`config.mk`:
```
export PLATFORM = sky130hd
export DESIGN_NAME = hnms_iou
export DESIGN_NICKNAME = d
export VERILOG_FILES = /design/src/rtl/core/hnms_pkg.sv /design/src/rtl/core/hnms_iou.sv
export SDC_FILE = /design/constraint.sdc
export NUM_CORES = 2
export LEC_CHECK = 0
export BUFFER_PORTS_ARGS = -buffer_cell sky130_fd_sc_hd__buf_4
export CAP_MARGIN = 10
export CORE_MARGIN = 3
export CORE_UTILIZATION = 25
export DETAILED_ROUTE_END_ITERATION = 7
export GPL_TIMING_DRIVEN = 0
export HOLD_SLACK_MARGIN = 0.08
export PLACE_DENSITY = 0.41
export SLEW_MARGIN = 10
export SYNTH_ARGS = -nofsm -noshare
export SYNTH_HDL_FRONTEND = slang
export SYNTH_SLANG_ARGS = --single-unit
```
`constraint.sdc`:
```
create_clock -name clk -period 12.3 [get_ports clk]
set_input_delay 0.615 -clock clk [delete_from_list [all_inputs] [get_ports clk]]
set_output_delay 0.615 -clock clk [all_outputs]
set_load 0.02 [all_outputs]
```
`src/rtl/core/hnms_pkg.sv`:
```
// shared types and constants for the hard non-max suppression core
package hnms_pkg;

	localparam logic [33:0] IOU_EPS = 34'd42950;

	localparam logic [15:0] IOU_THR_RESET = 16'd19661;
	localparam logic [6:0]  TOP_K_RESET   = 7'd10;
	localparam logic [6:0]  CAND_RESET    = 7'd64;

	localparam logic [1:0] CFG_IOU_THR = 2'd0;
	localparam logic [1:0] CFG_TOP_K   = 2'd1;
	localparam logic [1:0] CFG_CAND    = 2'd2;

	typedef enum logic [3:0] {
		S_LOAD,
		S_R_I,
		S_R_IW,
		S_R_J,
		S_R_JW,
		S_R_W,
		S_P_SET,
		S_P_SCAN,
		S_P_RK,
		S_P_RKW,
		S_P_BXW,
		S_Q_SCAN,
		S_Q_RK,
		S_Q_RKW,
		S_Q_BXW,
		S_Q_IOU
	} state_t;

	typedef enum logic [2:0] {
		I_IDLE,
		I_OV,
		I_AA,
		I_AB,
		I_DEN,
		I_CMP
	} iou_step_t;

endpackage

```
`src/rtl/core/hnms_iou.sv`:
```
// iou threshold test on one shared multiplier, five steps per pair
module hnms_iou (
	input  logic        clk,
	input  logic        arst_n,
	input  logic        start,
	input  logic [63:0] a_box,
	input  logic [63:0] b_box,
	input  logic [15:0] thr,
	output logic        done,
	output logic        drop
);

	hnms_pkg::iou_step_t step_q;
	logic [15:0] ow_q, oh_q, aw_q, ah_q, bw_q, bh_q;
	logic [31:0] ov_q, aa_q, ab_q;
	logic [33:0] den_q;
	logic [15:0] mul_a;
	logic [33:0] mul_b;
	logic [49:0] prod;
	logic        done_q, drop_q;

	function automatic logic [15:0] span(input logic [15:0] lo, input logic [15:0] hi);
		span = (hi > lo) ? (hi - lo) : 16'd0;
	endfunction

	function automatic logic [15:0] vmax(input logic [15:0] x, input logic [15:0] y);
		vmax = (x > y) ? x : y;
	endfunction

	function automatic logic [15:0] vmin(input logic [15:0] x, input logic [15:0] y);
		vmin = (x < y) ? x : y;
	endfunction

	always_comb begin
		mul_a = 16'd0;
		mul_b = 34'd0;
		case (step_q)
			hnms_pkg::I_OV: begin
				mul_a = ow_q;
				mul_b = {18'd0, oh_q};
			end
			hnms_pkg::I_AA: begin
				mul_a = aw_q;
				mul_b = {18'd0, ah_q};
			end
			hnms_pkg::I_AB: begin
				mul_a = bw_q;
				mul_b = {18'd0, bh_q};
			end
			hnms_pkg::I_CMP: begin
				mul_a = thr;
				mul_b = den_q;
			end
			default: begin
				mul_a = 16'd0;
				mul_b = 34'd0;
			end
		endcase
	end

	assign prod = {34'd0, mul_a} * {16'd0, mul_b};

	always_ff @(posedge clk or negedge arst_n) begin
		if (!arst_n) begin
			step_q <= hnms_pkg::I_IDLE;
			done_q <= 1'b0;
		end else begin
			done_q <= 1'b0;
			case (step_q)
				hnms_pkg::I_IDLE: if (start) step_q <= hnms_pkg::I_OV;
				hnms_pkg::I_OV:   step_q <= hnms_pkg::I_AA;
				hnms_pkg::I_AA:   step_q <= hnms_pkg::I_AB;
				hnms_pkg::I_AB:   step_q <= hnms_pkg::I_DEN;
				hnms_pkg::I_DEN:  step_q <= hnms_pkg::I_CMP;
				hnms_pkg::I_CMP: begin
					step_q <= hnms_pkg::I_IDLE;
					done_q <= 1'b1;
				end
				default: step_q <= hnms_pkg::I_IDLE;
			endcase
		end
	end

	always_ff @(posedge clk) begin
		case (step_q)
			hnms_pkg::I_IDLE: begin
				ow_q <= span(vmax(a_box[15:0], b_box[15:0]), vmin(a_box[47:32], b_box[47:32]));
				oh_q <= span(vmax(a_box[31:16], b_box[31:16]), vmin(a_box[63:48], b_box[63:48]));
				aw_q <= span(a_box[15:0], a_box[47:32]);
				ah_q <= span(a_box[31:16], a_box[63:48]);
				bw_q <= span(b_box[15:0], b_box[47:32]);
				bh_q <= span(b_box[31:16], b_box[63:48]);
			end
			hnms_pkg::I_OV:  ov_q <= prod[31:0];
			hnms_pkg::I_AA:  aa_q <= prod[31:0];
			hnms_pkg::I_AB:  ab_q <= prod[31:0];
			hnms_pkg::I_DEN: den_q <= {2'd0, aa_q} + {2'd0, ab_q} - {2'd0, ov_q}
				+ hnms_pkg::IOU_EPS;
			hnms_pkg::I_CMP: drop_q <= {2'd0, ov_q, 16'd0} > prod;
			default: ;
		endcase
	end

	assign done = done_q;
	assign drop = drop_q;

endmodule

```
==> results.md <==
- Horizontal die dimension: 381 um
- Cell at the root of the clock tree: sky130_fd_sc_hd__clkbuf_16
- Met2 usage in global routing: 28.9%
- Remaining global-route overflow: 0
- Longest individual stage delay on the worst path: 0.57 ns
- GRT met3 Usage: 2.84%
- Remaining design rule violation count: 0
- Cell depth of the worst flop-to-flop path: 38
- Kind of path behind the tightest hold check: in2reg
- Final routed wirelength across all metal layers: 128 mm
- Die area: 145000 um^2
- Largest net degree at the start of global routing: 37
- Longest Clk Path Bufs: 3
- Count of endpoints failing hold in the final timing report: 0
- Hold Startpoint: start
- Final weighted congestion in routability-driven placement: 0.915
- Vias: 27700
- Tightest Pin Transition: 1.23 ns
- Yosys top cell by area: sky130_fd_sc_hd__fa_1
- Initial detailed-routing violation count: 1875
- TritonCTS Sinks: 231
- CTS tree: yes
- Slowest cell on crit path: sky130_fd_sc_hd__fa_1
- Instance count of the mapped netlist: 3799
- Number of CTS-inserted buffers: 29
- RSZ-0062 raised after global routing: no
- Site Rows: 136
- Depth of the worst hold-timing path: 3
- End of the critical path: drop$_DFFE_PN_
- H-tree levels: 1
- Max-cap violation count: 0
- Crit path DAT: 12.02 ns
- Result of the run: completed
- Drt pass-1 iters: 5
- Headroom to the max-slew limit: 17.3%
- Number of port buffers: 148
- Total Nets Final: 5026
- Sort of element at the end of the critical path: register
- Filler cells: 14900
- Share of the yosys chip area belonging to registers: 19.7%
- Initial core utilization: 25.3%
- Vias in the first global route: 29500
- Worst setup slack for register-to-register paths: 0.59 ns
- Maximum achievable frequency: 85.4 MHz
- Most used flip-flop cell after synthesis: sky130_fd_sc_hd__edfxtp_1
- Worst slack on hold paths: 0.337 ns
- Clock-pin slew reported for the worst setup and hold paths after clock tree synthesis: 0.06 ns
- Critical path's most frequent cell: sky130_fd_sc_hd__fa_1
- EDFF count, synth: 227
- Growth of design area from synthesis to finish: 14.8%
- Average footprint of a synthesized cell: 9.24 um^2
- HPWL after detailed placement: 109 mm
- Antenna viol nets, final: 0
- Endpoint of the most critical register-to-register path: drop$_DFFE_PN_
- Mean routed wirelength per cell: 21.7 um
- Area share of the largest cell type after synthesis: 27.6%
- Clock Latency Late Sink: 0.61 ns
- Core box area: 139000 um^2
- List of most frequent post-synthesis cells: sky130_fd_sc_hd__inv_1, sky130_fd_sc_hd__fa_1, sky130_fd_sc_hd__nand2_1, sky130_fd_sc_hd__ha_1, sky130_fd_sc_hd__nor2_1
- Wire length of the first global-routing pass: 193 mm
- Layout cells sized above 1: 8.99%
- Max-slew violation count: 0
- Path type of the worst setup path: reg2reg
- Initial antenna violation count: 14
- Fin crit share: 95.2%
- Largest fanout of any net on the critical path: 11
- Synthesis-stage register bit count: 231
- Via density per instance: 4.69
- Io pins: 149
- GR peak layer: met2
- Synth async-reset ratio: 1.73%
- Critical path data required time: 12.62 ns
- Origin of the critical flop-to-flop path: step_q[1]$_DFFE_PN0P_
- Final critical delay including setup and external delays: 11.71 ns
- Cell types occupying the most area after synthesis: sky130_fd_sc_hd__fa_1, sky130_fd_sc_hd__edfxtp_1, sky130_fd_sc_hd__ha_1, sky130_fd_sc_hd__inv_1, sky130_fd_sc_hd__nand2_1
- Clock skew: 0.0412 ns
- Critical Path Source: step_q[1]$_DFFE_PN0P_
- Number of warning messages in the yosys log: 0
- Most instantiated library cell after synthesis: sky130_fd_sc_hd__inv_1
- Tot GR Track Use: 17.6%
- Startpoint type of the worst setup path: register
- Setup violation total in the final timing report: 0
- Synthesized cell area: 35100 um^2
- Global routing met1 resource utilization: 24.1%
- Vertical die dimension: 381 um
- Count of different cell masters after synthesis: 76
- Post-synth net total: 4807
worst min path at each step:
stage                                 end  slack (ns)
global route        step_q[0]$_DFFE_PN0P_        0.34
detailed placement         done$_DFF_PN0_        0.42
floorplan                  done$_DFF_PN0_        0.32
global placement           done$_DFF_PN0_        0.42
finish              step_q[0]$_DFFE_PN0P_        0.34
CTS                 step_q[0]$_DFFE_PN0P_        0.30
timing repair:
item                                    4_1_cts  5_1_grt
cloned                                        0        0
endpoints found under the hold margin         4        0
hold buffers                                  1        0
buffers inserted                              0        0
endpoints found under the setup margin        1        1
gates resized for setup                      17       50
flip-flops by register name, summed over array words and instances (netlist names):
signal	count
done	1
bw_q	16
ah_q	16
aw_q	16
step_q	3
den_q	34
ow_q	16
aa_q	32
ov_q	32
drop	1
ab_q	32
bh_q	16
oh_q	16
layout by cell type, fill, tap and decap left out, drive strengths merged, types with 11 or more instances in the layout:
master  synthesis  layout
a221oi         33      33
nor3b          12      12
and2           25      25
nand2b         25      25
ha            377     377
xor2           47      47
nor2b          40      40
nor2          325     325
inv           752     755
clkbuf        101     133
buf            15     202
or3            11      11
o21bai         24      24
fa            484     484
o21ai         100     100
a221o          30      30
nand2         443     443
a21boi         20      20
xnor2          71      71
nand4          35      35
a22o           29      29
nand3          43      43
a21oi         154     154
mux2           32      32
mux2i          38      38
edfxtp        227     227
and3           18      18
o21a           25      25
a211oi         12      12
a21o           91      91
nor3           60      60
worst max-delay path: cells and delay by family (launching register included):
| kind | cells | cell delay [ns] |
|---|---|---|
| AND/OR/NAND/NOR | 12 | 2.38 |
| adder cells (fa/ha/maj) | 8 | 3.62 |
| buffers and inverters | 8 | 2.27 |
| AO/OA/AOI/OAI | 9 | 2.59 |
| XOR/XNOR | 1 | 0.13 |
| flip-flops | 1 | 0.35 |
cell families (layout without fill, tap and decap cells):
logic type                 after synthesis  after routing  synth area share (%)
other                                    0              4                     0
buffers and inverters                  868           1109                  9.34
DFF                                    231            231                  19.7
and+or+nand+nor                       1061           1061                  13.2
AOI/OAI and AO/OA                      590            590                  11.7
xor gates and xnor gates               118            118                  2.94
adders and majority gates              861            861                  41.0
muxes                                   70             70                  2.11
cell type report:
class                      instances  area (um^2)  area share [%]
inverter                         752         2820            7.00
tap                             1863         2330            5.78
clock inverter                    21          307           0.760
sequential                       231         6920            17.2
antenna                            4         10.0          0.0248
buffer                           116          513            1.27
timing repair buffer             188         1530            3.80
multi-input combinational       2700        25100            62.4
clock buffer                      32          737            1.83
stage by stage:
step / cell area (um^2) / utilization (%) / instances / setup WS (ns) / TNS [ns]
floorplan: 35100 / - / 3799 / 2.48 / 0
global placement: 38500 / 27.8 / 5810 / -2.75 / -2.75
detailed placement: 39200 / 28.3 / 5849 / -0.397 / -0.397
CTS: 40200 / 29.0 / 5903 / 0.00597 / 0
global route: 40300 / 29.1 / 5904 / 0.000680 / 0
finish: 40300 / 29.1 / 5907 / 0.594 / 0
per-layer routing:
layer,vias up,wire length (um)
met5,-,47
met4,8,3990
met3,149,7570
met2,755,58300
met1,14000,58400
li1,12900,-
Power is not shown: default switching activity piles up to over one toggle a cycle in this logic, so the estimate is an artifact.
